`config.mk`:
```
export PLATFORM = sky130hd
export DESIGN_NAME = calibrated_adc_percent_reporter_core
export DESIGN_NICKNAME = d
export VERILOG_FILES = /design/src/hdl/cadc_pkg.sv /design/src/hdl/cadc_div.sv /design/src/hdl/calibrated_adc_percent_reporter_core.sv
export SDC_FILE = /design/constraint.sdc
export NUM_CORES = 1
export LEC_CHECK = 0
export BUFFER_PORTS_ARGS = -buffer_cell sky130_fd_sc_hd__buf_2
export CAP_MARGIN = 20
export CELL_PAD_IN_SITES_DETAIL_PLACEMENT = 1
export CELL_PAD_IN_SITES_GLOBAL_PLACEMENT = 1
export CORE_MARGIN = 5
export CORE_UTILIZATION = 53
export CTS_CLUSTER_DIAMETER = 30
export DETAILED_ROUTE_END_ITERATION = 6
export GPL_ROUTABILITY_DRIVEN = 0
export GPL_TIMING_DRIVEN = 0
export HOLD_SLACK_MARGIN = 0.05
export PLACE_DENSITY = 0.85
export SLEW_MARGIN = 5
export SYNTH_ARGS = -nofsm -noshare
export SYNTH_HDL_FRONTEND = slang
export SYNTH_SLANG_ARGS = --single-unit
```
`constraint.sdc`:
```
create_clock -name clock -period 14.5 [get_ports clock]
set_input_delay 0.725 -clock clock [delete_from_list [all_inputs] [get_ports clock]]
set_output_delay 0.725 -clock clock [all_outputs]
set_load 0.02 [all_outputs]
```
`src/hdl/cadc_pkg.sv`:
```
// Shared constants, codes and types of the calibrated ADC percent reporter.
package cadc_pkg;

   localparam int CHANNELS   = 2;
   localparam int ADC_BITS   = 12;
   localparam int CAL_GAP    = 5;
   localparam int FULL_SCALE = 1000;

   localparam int ACT_W      = 3;
   localparam int CH_W       = 2;
   localparam int RAW_W      = 12;
   localparam int TICK_W     = 32;
   localparam int STAT_W     = 2;
   localparam int PCT_W      = 10;
   localparam int MASK_W     = 2;
   localparam int CSR_IDX_W  = 2;
   localparam int CSR_DATA_W = 32;

   localparam int CAL_W    = ADC_BITS + 2;
   localparam int DIFF_W   = ADC_BITS + 1;
   localparam int NUM_W    = DIFF_W + PCT_W;
   localparam int CH_IDX_W = (CHANNELS > 1) ? $clog2(CHANNELS) : 1;

   localparam logic [ACT_W-1:0] ACT_SAMPLE   = 3'd0;
   localparam logic [ACT_W-1:0] ACT_SET_MIN  = 3'd1;
   localparam logic [ACT_W-1:0] ACT_SET_MAX  = 3'd2;
   localparam logic [ACT_W-1:0] ACT_ECHO_ON  = 3'd3;
   localparam logic [ACT_W-1:0] ACT_ECHO_OFF = 3'd4;

   localparam logic [STAT_W-1:0] ST_OK       = 2'd0;
   localparam logic [STAT_W-1:0] ST_RANGE    = 2'd1;
   localparam logic [STAT_W-1:0] ST_DISABLED = 2'd2;

   localparam logic [CSR_IDX_W-1:0] REG_ENABLE_MASK  = 2'd0;
   localparam logic [CSR_IDX_W-1:0] REG_MIN_DELTA    = 2'd1;
   localparam logic [CSR_IDX_W-1:0] REG_MIN_INTERVAL = 2'd2;

   typedef struct packed {
      logic busy;
      logic done;
   } div_stat_type;

endpackage

```
`src/hdl/cadc_div.sv`:
```
// Radix-2 restoring divider producing one quotient bit per cycle.
module cadc_div (
   input  logic                         clock,
   input  logic                         reset,
   input  logic                         start,
   input  logic [cadc_pkg::DIFF_W-1:0]  diff,
   input  logic [cadc_pkg::DIFF_W-1:0]  den,
   output cadc_pkg::div_stat_type       stat,
   output logic [cadc_pkg::PCT_W-1:0]   quot
);

   localparam int CNT_W = $clog2(cadc_pkg::PCT_W + 1);

   logic [cadc_pkg::NUM_W-1:0] rem_ff, rem_in;
   logic [cadc_pkg::NUM_W-1:0] dvs_ff, dvs_in;
   logic [cadc_pkg::PCT_W-1:0] q_ff, q_in;
   logic [CNT_W-1:0]           cnt_ff, cnt_in;
   logic                       busy_ff, busy_in;
   logic                       done_ff, done_in;
   logic                       fits;

   assign fits = rem_ff >= dvs_ff;

   always_comb begin
      rem_in  = rem_ff;
      dvs_in  = dvs_ff;
      q_in    = q_ff;
      cnt_in  = cnt_ff;
      busy_in = busy_ff;
      done_in = 1'b0;
      if (start) begin
         // scale by full range, align divisor under the top quotient bit
         rem_in  = cadc_pkg::NUM_W'(diff) * cadc_pkg::NUM_W'(cadc_pkg::FULL_SCALE);
         dvs_in  = cadc_pkg::NUM_W'(den) << (cadc_pkg::PCT_W - 1);
         cnt_in  = CNT_W'(cadc_pkg::PCT_W);
         busy_in = 1'b1;
      end else if (busy_ff) begin
         if (fits) begin
            rem_in = rem_ff - dvs_ff;
         end
         q_in   = {q_ff[cadc_pkg::PCT_W-2:0], fits};
         dvs_in = dvs_ff >> 1;
         cnt_in = cnt_ff - CNT_W'(1);
         if (cnt_ff == CNT_W'(1)) begin
            busy_in = 1'b0;
            done_in = 1'b1;
         end
      end
   end

   always_ff @(posedge clock) begin
      rem_ff <= rem_in;
      dvs_ff <= dvs_in;
      q_ff   <= q_in;
      cnt_ff <= cnt_in;
      if (reset) begin
         busy_ff <= 1'b0;
         done_ff <= 1'b0;
      end else begin
         busy_ff <= busy_in;
         done_ff <= done_in;
      end
   end

   assign stat.busy = busy_ff;
   assign stat.done = done_ff;
   assign quot      = q_ff;

   a_start_idle: assert property (@(posedge clock) disable iff (reset)
      start |-> !busy_ff) else $error("divider restarted while busy");
   a_busy_done: assert property (@(posedge clock) disable iff (reset)
      !(busy_ff && done_ff)) else $error("divider busy and done together");
   a_last_step: assert property (@(posedge clock) disable iff (reset)
      (busy_ff && !start && cnt_ff == CNT_W'(1)) |=> done_ff)
      else $error("divider missed its done pulse");

endmodule

```
`src/hdl/calibrated_adc_percent_reporter_core.sv`:
```
// Top level of the calibrated ADC percent reporter: control, channel state, result register.
//
// Each request beat carries an action, a channel, a raw converter reading and a tick count,
// and yields exactly one response beat. A sample is clamped to the channel's calibration
// window and scaled to tenths of a percent (truncated) by a radix-2 divider that retires one
// quotient bit per cycle. A sample runs through S_PREP, S_DIVL, S_DIVW and S_FIN; response
// valid rises as it leaves S_FIN, and the request side is ready again in that same cycle, so
// one sample is done before the next is taken. The ten divider steps run in S_DIVW. A
// sample on a window no wider than the calibration gap skips the divider (S_PREP then S_FIN);
// all other actions and all channel errors go from accept straight to S_FIN. An earlier
// response on rsp_stall holds S_FIN. The response register frees the request side:
// the next request is taken while an earlier response still waits on rsp_stall.
// Configuration writes are always ready and take effect at once; write them only while no
// request is in flight. Unused action codes act as read percent.
module calibrated_adc_percent_reporter_core (
   input  logic                             clock,
   input  logic                             reset,
   input  logic                             req_valid,
   output logic                             req_stall,
   input  logic [cadc_pkg::ACT_W-1:0]       req_action,
   input  logic [cadc_pkg::CH_W-1:0]        req_channel,
   input  logic [cadc_pkg::RAW_W-1:0]       req_raw,
   input  logic [cadc_pkg::TICK_W-1:0]      req_now_tick,
   output logic                             rsp_valid,
   input  logic                             rsp_stall,
   output logic [cadc_pkg::STAT_W-1:0]      rsp_status,
   output logic [cadc_pkg::CH_W-1:0]        rsp_channel_out,
   output logic [cadc_pkg::PCT_W-1:0]       rsp_percent_tenths,
   output logic                             rsp_report,
   input  logic                             csr_valid,
   output logic                             csr_ready,
   input  logic [cadc_pkg::CSR_IDX_W-1:0]   csr_index,
   input  logic [cadc_pkg::CSR_DATA_W-1:0]  csr_wdata
);

   localparam int CAL_W  = cadc_pkg::CAL_W;
   localparam int PCT_W  = cadc_pkg::PCT_W;
   localparam int TICK_W = cadc_pkg::TICK_W;

   // sequencer codes
   localparam logic [2:0] S_IDLE = 3'd0;
   localparam logic [2:0] S_PREP = 3'd1;
   localparam logic [2:0] S_DIVL = 3'd2;
   localparam logic [2:0] S_DIVW = 3'd3;
   localparam logic [2:0] S_FIN  = 3'd4;

   localparam logic [cadc_pkg::RAW_W-1:0] RAW_MASK =
      cadc_pkg::RAW_W'((64'd1 << cadc_pkg::ADC_BITS) - 64'd1);
   localparam logic signed [CAL_W-1:0] GAP_S   = CAL_W'(cadc_pkg::CAL_GAP);
   localparam logic signed [CAL_W:0]   GAP_SPN = (CAL_W + 1)'(cadc_pkg::CAL_GAP);
   localparam logic signed [CAL_W-1:0] HIGH_RST =
      CAL_W'((64'd1 << cadc_pkg::ADC_BITS) - 64'd1);

   // configuration registers
   logic [cadc_pkg::MASK_W-1:0] enable_mask_ff, enable_mask_in;
   logic [PCT_W-1:0]            min_delta_ff, min_delta_in;
   logic [TICK_W-1:0]           min_interval_ff, min_interval_in;

   // per-channel state
   logic signed [CAL_W-1:0] cal_low_ff  [cadc_pkg::CHANNELS];
   logic signed [CAL_W-1:0] cal_low_in  [cadc_pkg::CHANNELS];
   logic signed [CAL_W-1:0] cal_high_ff [cadc_pkg::CHANNELS];
   logic signed [CAL_W-1:0] cal_high_in [cadc_pkg::CHANNELS];
   logic                    echo_on_ff  [cadc_pkg::CHANNELS];
   logic                    echo_on_in  [cadc_pkg::CHANNELS];
   logic                    waiting_ff  [cadc_pkg::CHANNELS];
   logic                    waiting_in  [cadc_pkg::CHANNELS];
   logic [PCT_W-1:0]        last_rep_ff [cadc_pkg::CHANNELS];
   logic [PCT_W-1:0]        last_rep_in [cadc_pkg::CHANNELS];
   logic [TICK_W-1:0]       last_time_ff[cadc_pkg::CHANNELS];
   logic [TICK_W-1:0]       last_time_in[cadc_pkg::CHANNELS];
   logic [PCT_W-1:0]        latest_ff   [cadc_pkg::CHANNELS];
   logic [PCT_W-1:0]        latest_in   [cadc_pkg::CHANNELS];

   // item in flight
   logic [2:0]                        state_ff, state_in;
   logic [cadc_pkg::ACT_W-1:0]        action_ff, action_in;
   logic [cadc_pkg::CH_W-1:0]         ch_ff, ch_in;
   logic [cadc_pkg::RAW_W-1:0]        raw_ff, raw_in;
   logic [TICK_W-1:0]                 now_ff, now_in;
   logic [cadc_pkg::STAT_W-1:0]       status_ff, status_in;
   logic [cadc_pkg::DIFF_W-1:0]       diff_ff, diff_in;
   logic [cadc_pkg::DIFF_W-1:0]       den_ff, den_in;
   logic [PCT_W-1:0]                  pct_ff, pct_in;

   // response register
   logic                              rsp_valid_ff, rsp_valid_in;
   logic [cadc_pkg::STAT_W-1:0]       rsp_status_ff, rsp_status_in;
   logic [cadc_pkg::CH_W-1:0]         rsp_ch_ff, rsp_ch_in;
   logic [PCT_W-1:0]                  rsp_pct_ff, rsp_pct_in;
   logic                              rsp_report_ff, rsp_report_in;

   // datapath terms
   logic [cadc_pkg::CH_IDX_W-1:0]     idx;
   logic signed [CAL_W-1:0]           raw_s, lo_s, hi_s, clamp_s, offs_s;
   logic signed [CAL_W:0]             span_s;
   logic                              narrow;
   logic [PCT_W-1:0]                  last_rep, pct_dist;
   logic [TICK_W-1:0]                 elapsed;
   logic                              changed, waited, report_now;
   logic                              rsp_free, item_ok;
   logic                              range_bad, chan_off;
   logic                              div_start;
   cadc_pkg::div_stat_type            div_stat;
   logic [PCT_W-1:0]                  div_quot;

   assign idx   = ch_ff[cadc_pkg::CH_IDX_W-1:0];
   assign raw_s = $signed(CAL_W'(raw_ff));
   assign lo_s  = cal_low_ff[idx];
   assign hi_s  = cal_high_ff[idx];

   // clamp the reading into the window and measure both spans
   assign clamp_s = (raw_s < lo_s) ? lo_s : ((raw_s > hi_s) ? hi_s : raw_s);
   assign offs_s  = clamp_s - lo_s;
   assign span_s  = (CAL_W + 1)'(hi_s) - (CAL_W + 1)'(lo_s);
   assign narrow  = span_s <= GAP_SPN;

   // echo decision: a waiting report, or enough change after enough ticks
   assign last_rep   = last_rep_ff[idx];
   assign pct_dist   = (pct_ff >= last_rep) ? (pct_ff - last_rep) : (last_rep - pct_ff);
   assign elapsed    = now_ff - last_time_ff[idx];
   assign changed    = pct_dist >= min_delta_ff;
   assign waited     = elapsed >= min_interval_ff;
   assign report_now = echo_on_ff[idx] && (waiting_ff[idx] || (changed && waited));

   assign range_bad = {1'b0, req_channel} >= 3'(cadc_pkg::CHANNELS);
   assign chan_off  = ((enable_mask_ff >> req_channel) & cadc_pkg::MASK_W'(1)) ==
                      cadc_pkg::MASK_W'(0);

   assign rsp_free  = !rsp_valid_ff || !rsp_stall;
   assign item_ok   = status_ff == cadc_pkg::ST_OK;
   assign div_start = state_ff == S_DIVL;

   cadc_div u_div (
      .clock (clock),
      .reset (reset),
      .start (div_start),
      .diff  (diff_ff),
      .den   (den_ff),
      .stat  (div_stat),
      .quot  (div_quot)
   );

   // sequencer and state update
   always_comb begin
      state_in      = state_ff;
      action_in     = action_ff;
      ch_in         = ch_ff;
      raw_in        = raw_ff;
      now_in        = now_ff;
      status_in     = status_ff;
      diff_in       = diff_ff;
      den_in        = den_ff;
      pct_in        = pct_ff;
      rsp_status_in = rsp_status_ff;
      rsp_ch_in     = rsp_ch_ff;
      rsp_pct_in    = rsp_pct_ff;
      rsp_report_in = rsp_report_ff;
      rsp_valid_in  = rsp_valid_ff && rsp_stall;
      cal_low_in    = cal_low_ff;
      cal_high_in   = cal_high_ff;
      echo_on_in    = echo_on_ff;
      waiting_in    = waiting_ff;
      last_rep_in   = last_rep_ff;
      last_time_in  = last_time_ff;
      latest_in     = latest_ff;

      case (state_ff)
         S_IDLE: begin
            if (req_valid) begin
               // capture the beat and classify the channel
               action_in = req_action;
               ch_in     = req_channel;
               raw_in    = req_raw & RAW_MASK;
               now_in    = req_now_tick;
               if (range_bad) begin
                  status_in = cadc_pkg::ST_RANGE;
               end else if (chan_off) begin
                  status_in = cadc_pkg::ST_DISABLED;
               end else begin
                  status_in = cadc_pkg::ST_OK;
               end
               if (!range_bad && !chan_off && req_action == cadc_pkg::ACT_SAMPLE) begin
                  state_in = S_PREP;
               end else begin
                  state_in = S_FIN;
               end
            end
         end
         S_PREP: begin
            diff_in = offs_s[cadc_pkg::DIFF_W-1:0];
            den_in  = span_s[cadc_pkg::DIFF_W-1:0];
            pct_in  = '0;
            state_in = narrow ? S_FIN : S_DIVL;
         end
         S_DIVL: begin
            state_in = S_DIVW;
         end
         S_DIVW: begin
            if (div_stat.done) begin
               pct_in   = div_quot;
               state_in = S_FIN;
            end
         end
         S_FIN: begin
            if (rsp_free) begin
               rsp_valid_in  = 1'b1;
               rsp_status_in = status_ff;
               rsp_ch_in     = ch_ff;
               rsp_pct_in    = '0;
               rsp_report_in = 1'b0;
               if (item_ok) begin
                  if (action_ff == cadc_pkg::ACT_SAMPLE) begin
                     rsp_pct_in     = pct_ff;
                     latest_in[idx] = pct_ff;
                     if (report_now) begin
                        rsp_report_in     = 1'b1;
                        waiting_in[idx]   = 1'b0;
                        last_rep_in[idx]  = pct_ff;
                        last_time_in[idx] = now_ff;
                     end
                  end else begin
                     rsp_pct_in = latest_ff[idx];
                     case (action_ff)
                        cadc_pkg::ACT_SET_MIN: begin
                           // push the high end up to keep the gap
                           cal_low_in[idx] = raw_s;
                           if (hi_s <= raw_s + GAP_S) begin
                              cal_high_in[idx] = raw_s + GAP_S;
                           end
                        end
                        cadc_pkg::ACT_SET_MAX: begin
                           // push the low end down to keep the gap
                           cal_high_in[idx] = raw_s;
                           if (raw_s <= lo_s + GAP_S) begin
                              cal_low_in[idx] = raw_s - GAP_S;
                           end
                        end
                        cadc_pkg::ACT_ECHO_ON: begin
                           echo_on_in[idx] = 1'b1;
                           waiting_in[idx] = 1'b1;
                        end
                        cadc_pkg::ACT_ECHO_OFF: begin
                           echo_on_in[idx] = 1'b0;
                           waiting_in[idx] = 1'b0;
                        end
                        default: begin
                        end
                     endcase
                  end
               end
               state_in = S_IDLE;
            end
         end
         default: begin
            state_in = S_IDLE;
         end
      endcase
   end

   // register writes
   always_comb begin
      enable_mask_in  = enable_mask_ff;
      min_delta_in    = min_delta_ff;
      min_interval_in = min_interval_ff;
      if (csr_valid && csr_ready) begin
         case (csr_index)
            cadc_pkg::REG_ENABLE_MASK:  enable_mask_in  = csr_wdata[cadc_pkg::MASK_W-1:0];
            cadc_pkg::REG_MIN_DELTA:    min_delta_in    = csr_wdata[PCT_W-1:0];
            cadc_pkg::REG_MIN_INTERVAL: min_interval_in = csr_wdata[TICK_W-1:0];
            default: begin
            end
         endcase
      end
   end

   always_ff @(posedge clock) begin
      action_ff     <= action_in;
      ch_ff         <= ch_in;
      raw_ff        <= raw_in;
      now_ff        <= now_in;
      status_ff     <= status_in;
      diff_ff       <= diff_in;
      den_ff        <= den_in;
      pct_ff        <= pct_in;
      rsp_status_ff <= rsp_status_in;
      rsp_ch_ff     <= rsp_ch_in;
      rsp_pct_ff    <= rsp_pct_in;
      rsp_report_ff <= rsp_report_in;
      if (reset) begin
         state_ff        <= S_IDLE;
         rsp_valid_ff    <= 1'b0;
         enable_mask_ff  <= cadc_pkg::MASK_W'(3);
         min_delta_ff    <= PCT_W'(10);
         min_interval_ff <= TICK_W'(100);
         for (int c = 0; c < cadc_pkg::CHANNELS; c++) begin
            cal_low_ff[c]   <= '0;
            cal_high_ff[c]  <= HIGH_RST;
            echo_on_ff[c]   <= 1'b0;
            waiting_ff[c]   <= 1'b0;
            last_rep_ff[c]  <= '0;
            last_time_ff[c] <= '0;
            latest_ff[c]    <= '0;
         end
      end else begin
         state_ff        <= state_in;
         rsp_valid_ff    <= rsp_valid_in;
         enable_mask_ff  <= enable_mask_in;
         min_delta_ff    <= min_delta_in;
         min_interval_ff <= min_interval_in;
         cal_low_ff      <= cal_low_in;
         cal_high_ff     <= cal_high_in;
         echo_on_ff      <= echo_on_in;
         waiting_ff      <= waiting_in;
         last_rep_ff     <= last_rep_in;
         last_time_ff    <= last_time_in;
         latest_ff       <= latest_in;
      end
   end

   // take a new beat only between items
   assign req_stall          = state_ff != S_IDLE;
   assign csr_ready          = 1'b1;
   assign rsp_valid          = rsp_valid_ff;
   assign rsp_status         = rsp_status_ff;
   assign rsp_channel_out    = rsp_ch_ff;
   assign rsp_percent_tenths = rsp_pct_ff;
   assign rsp_report         = rsp_report_ff;

   a_div_alive: assert property (@(posedge clock) disable iff (reset)
      (state_ff == S_DIVW) |-> (div_stat.busy || div_stat.done))
      else $error("waiting on an idle divider");
   a_quot_range: assert property (@(posedge clock) disable iff (reset)
      div_stat.done |-> (div_quot <= PCT_W'(cadc_pkg::FULL_SCALE)))
      else $error("percent above full scale");
   a_fin_issues: assert property (@(posedge clock) disable iff (reset)
      (state_ff == S_FIN && rsp_free) |=> (rsp_valid_ff && state_ff == S_IDLE))
      else $error("finished item not issued");
   a_window_open: assert property (@(posedge clock) disable iff (reset)
      cal_high_ff[0] > cal_low_ff[0])
      else $error("calibration window collapsed");

endmodule

```
==> flow_metrics.env <==
export IMPL_wl_per_cell_um=26.3
export IMPL_synth_mux_area_share_pct=9.29
export IMPL_drive_above_1_share_pct=12.2
export IMPL_setup_ws_ps=4880
export IMPL_synth_xor_area_share_pct=4.73
export IMPL_final_antenna_net_count=0
export IMPL_cts_buffers=86
export IMPL_rows=78
export IMPL_clock_latency_ps=640
export IMPL_total_leakage_power_nw=11.8
export IMPL_nFillCells=5051
export IMPL_die_w_um=225
export IMPL_hold_depth=1
export IMPL_fin_nets=3170
export IMPL_max_slew_margin_pct=23.2
export IMPL_cts_tree="yes"
export IMPL_ys_flop_type="dfxtp_1"
export IMPL_cap_violations=0
export IMPL_power_density_mw_per_mm2=149
export IMPL_pre_cts_ws_ps=5850
export IMPL_hp_class="in -> reg"
export IMPL_synth_simple_area_share_pct=14.2
export IMPL_hpwl_mm=57.0
export IMPL_hold_viol=0
export IMPL_grt_pass1_wl_mm=141
export IMPL_postSynthAreaPerCell_um2=9.41
export IMPL_fin_skew_ps=32.8
export IMPL_crit_path_end_kind="register"
export IMPL_min_period_ps=9620
export IMPL_antenna_found_initial=0
export IMPL_core_area_mm2=0.0455
export IMPL_synthAdderAreaFrac_pct=16.3
export IMPL_tightest_slew_ps=1120
export IMPL_slew_violations=0
export IMPL_grt_overflow_total=0
export IMPL_fin_crit_sh_pct=66.3
export IMPL_cts_sinks=373
export IMPL_synthCells=2596
export IMPL_drtPass1Iterations=6
export IMPL_dr_total_vias=22300
export IMPL_async_flop_share_pct=0
export IMPL_die_h_um=225
export IMPL_tns_ps=0
export IMPL_pin_count=106
export IMPL_grt_usage_pct=35.1
export IMPL_r2r_cells=25
export IMPL_crit_type="reg -> reg"
export IMPL_irDropWorstVdd_mv=0.167
export IMPL_antenna_cells=0
export IMPL_holdBufCountCts=0
export IMPL_grt_max_degree=31
export IMPL_syn_to_final_growth_pct=18.5
export IMPL_ys_warn_count=0
export IMPL_synth_top_family_by_area="adder cells"
export IMPL_synth_compound_area_share_pct=14.0
export IMPL_register_area_mm2=0.00892
export IMPL_rsz0062_at_grt="no"
export IMPL_yosys_cell_types_count=84
export IMPL_ctsResizeCount=0
export IMPL_clk_pin_slew_ps=50
export IMPL_numPortBuffers=103
export IMPL_h_tree_depth=3
export IMPL_grt_pass1_vias=24600
export IMPL_synth_edf_count=145
export IMPL_start_util_pct=53.7
export IMPL_path_max_fanout=10
export IMPL_finalWirelength_mm=91.2
export IMPL_worstPathArrival_ps=10070
export IMPL_drtIter0Drc=1876
export IMPL_timing_fmax_mhz=104
export IMPL_die_area_mm2=0.0505
export IMPL_drc=0
export IMPL_synth_seq_cells=373
export IMPL_seq_area_frac_synth_pct=36.5
export IMPL_cp_start_kind="register"
export IMPL_clockBufferDepth=3
export IMPL_setup_viol=0
export IMPL_status="completed"
export IMPL_syn_area_mm2=0.0244
export IMPL_root_buffer="clkbuf_16"
export IMPL_post_drt_via_cell_ratio=6.43
export IMPL_required_ps=14960
export IMPL_multi_input_area_mm2=0.0143
export IMPL_synth_net_count=2974
export IMPL_post_cts_buffers=0
export IMPL_rrSetupSlack_ps=4880
cells by family after synthesis:
group | after synthesis
and+or+nand+nor | 762
DFF | 373
muxes | 223
xor gates and xnor gates | 132
buffers and inverters | 293
other | 1
AOI/OAI and AO/OA | 522
adders and majority gates | 290
cell type report:
class	instances	share of cell area, %
Buffer	115	1.91
Clock buffer	100	8.01
Clock inverter	62	2.94
Inverter	178	2.31
Multi-Input combinational cell	1930	49.4
Sequential cell	373	30.8
Tap cell	600	2.59
Timing Repair Buffer	108	2.02
critical path, stage by stage, from the launching register on:
cell and delay [ps]:
edfxtp_1 630, buf_6 240, buf_6 200, clkbuf_1 590, buf_2 450, buf_2 420, buf_2 480, mux2i_1 320
ha_1 330, a21oi_1 260, nor3b_1 370, a21o_1 210, o21ai_0 220, a21o_1 300, a311oi_1 680, o21ai_0 270
xor2_1 200, ha_1 320, nand4_1 210, or4_1 580, a21oi_1 390, a211oi_1 230, a2111oi_4 810, buf_6 290
mux2i_1 280, nor2_1 100
cell usage after synthesis (5+ instances only):
library cell	number	share of area (%)
edfxtp_1	145	18
a31oi_1	20	0.51
a21o_1	47	1.4
o211ai_1	13	0.40
o21ai_0	81	1.7
and3_1	15	0.38
o21bai_1	15	0.46
mux2_2	22	1.0
nand2_1	242	3.7
nand3_1	36	0.74
or3_1	19	0.49
nor2b_1	22	0.56
dfxtp_1	228	19
clkbuf_1	83	1.3
buf_1	5	0.077
and2_1	18	0.46
mux2i_1	198	8.1
o2111ai_1	5	0.18
fa_1	48	3.9
ha_1	242	12
nor2_1	267	4.1
a21oi_1	185	3.8
a211o_1	6	0.22
nand4_1	21	0.54
a31o_1	7	0.25
o31a_1	6	0.22
nor3_1	39	0.80
xor2_1	49	1.8
o31ai_1	16	0.49
nand2b_1	27	0.69
o21a_1	24	0.74
a211oi_1	21	0.65
o22ai_1	22	0.56
or2_2	11	0.28
inv_1	177	2.7
a31o_2	6	0.22
buf_2	12	0.25
nor4_1	18	0.46
xnor2_1	83	3.0
buf_6	13	0.60
cells in the final DEF (no fill, tap or decap), types with 48 or more instances in the layout:
cell       count
nor2_1       265
nand2_1      242
ha_1         242
dfxtp_1      228
mux2i_1      198
a21oi_1      185
inv_1        177
edfxtp_1     145
buf_2        115
clkbuf_1      88
clkbuf_16     88
xnor2_1       83
o21ai_0       81
xor2_1        49
fa_1          48
stage by stage:
| step | power, mW | cells | hold WS [ps] | area [µm²] | util, % |
|---|---|---|---|---|---|
| finish | 4.30 | 3466 | 274 | 28900 | 63.6 |
| global route | 4.43 | 3466 | 257 | 28900 | 63.6 |
| CTS | 4.28 | 3466 | 254 | 28900 | 63.6 |
| detailed placement | 2.08 | 3304 | 427 | 25800 | 56.7 |
| global placement | 2.02 | 3299 | 406 | 25700 | 56.5 |
| floorplan | 1.82 | 2596 | 400 | 24400 | - |
routing by layer:
metal  vias to the layer above  GRT usage [%]  wire length (µm)  share of wire, %
met5                         -              0                 0                 0
met4                         0           17.8              5220               5.7
met3                       403           7.05              6180               6.8
met2                      1128           60.6             44400                49
met1                     11200           41.6             35500                39
li1                       9617              -                 -                 -
state kept, by name, summed over array words and instances, names as in the netlist, 3 cells and up, named ones only:
register	count
cal_high_ff	28
raw_ff	12
cal_low_ff	26
action_ff	3
now_ff	32
last_time_ff	64
diff_ff	13
u_div.cnt_ff	4
u_div.rem_ff	23
min_delta_ff	10
den_ff	13
last_rep_ff	20
state_ff	3
u_div.quot	10
rsp_percent_tenths	10
min_interval_ff	32
pct_ff	10
latest_ff	20
u_div.dvs_ff	22
worst paths after layout:
check | from | endpoint
max | ch_ff[0]$_DFFE_PP_ | last_time_ff[37]$_SDFFE_PP0P_
min | req_raw[6] | raw_ff[6]$_DFFE_PP_
max reg2reg | ch_ff[0]$_DFFE_PP_ | last_time_ff[37]$_SDFFE_PP0P_
min reg2reg | u_div.quot[3]$_DFFE_PP_ | u_div.quot[4]$_DFFE_PP_
power breakdown:
| group | switching [mW] | internal (mW) |
|---|---|---|
| combinational | 0.600 | 0.351 |
| sequential | 0.0549 | 1.16 |
| clock | 0.698 | 1.44 |
| total | 1.35 | 2.95 |
No activity file was read; power rests on OpenSTA's default activity.
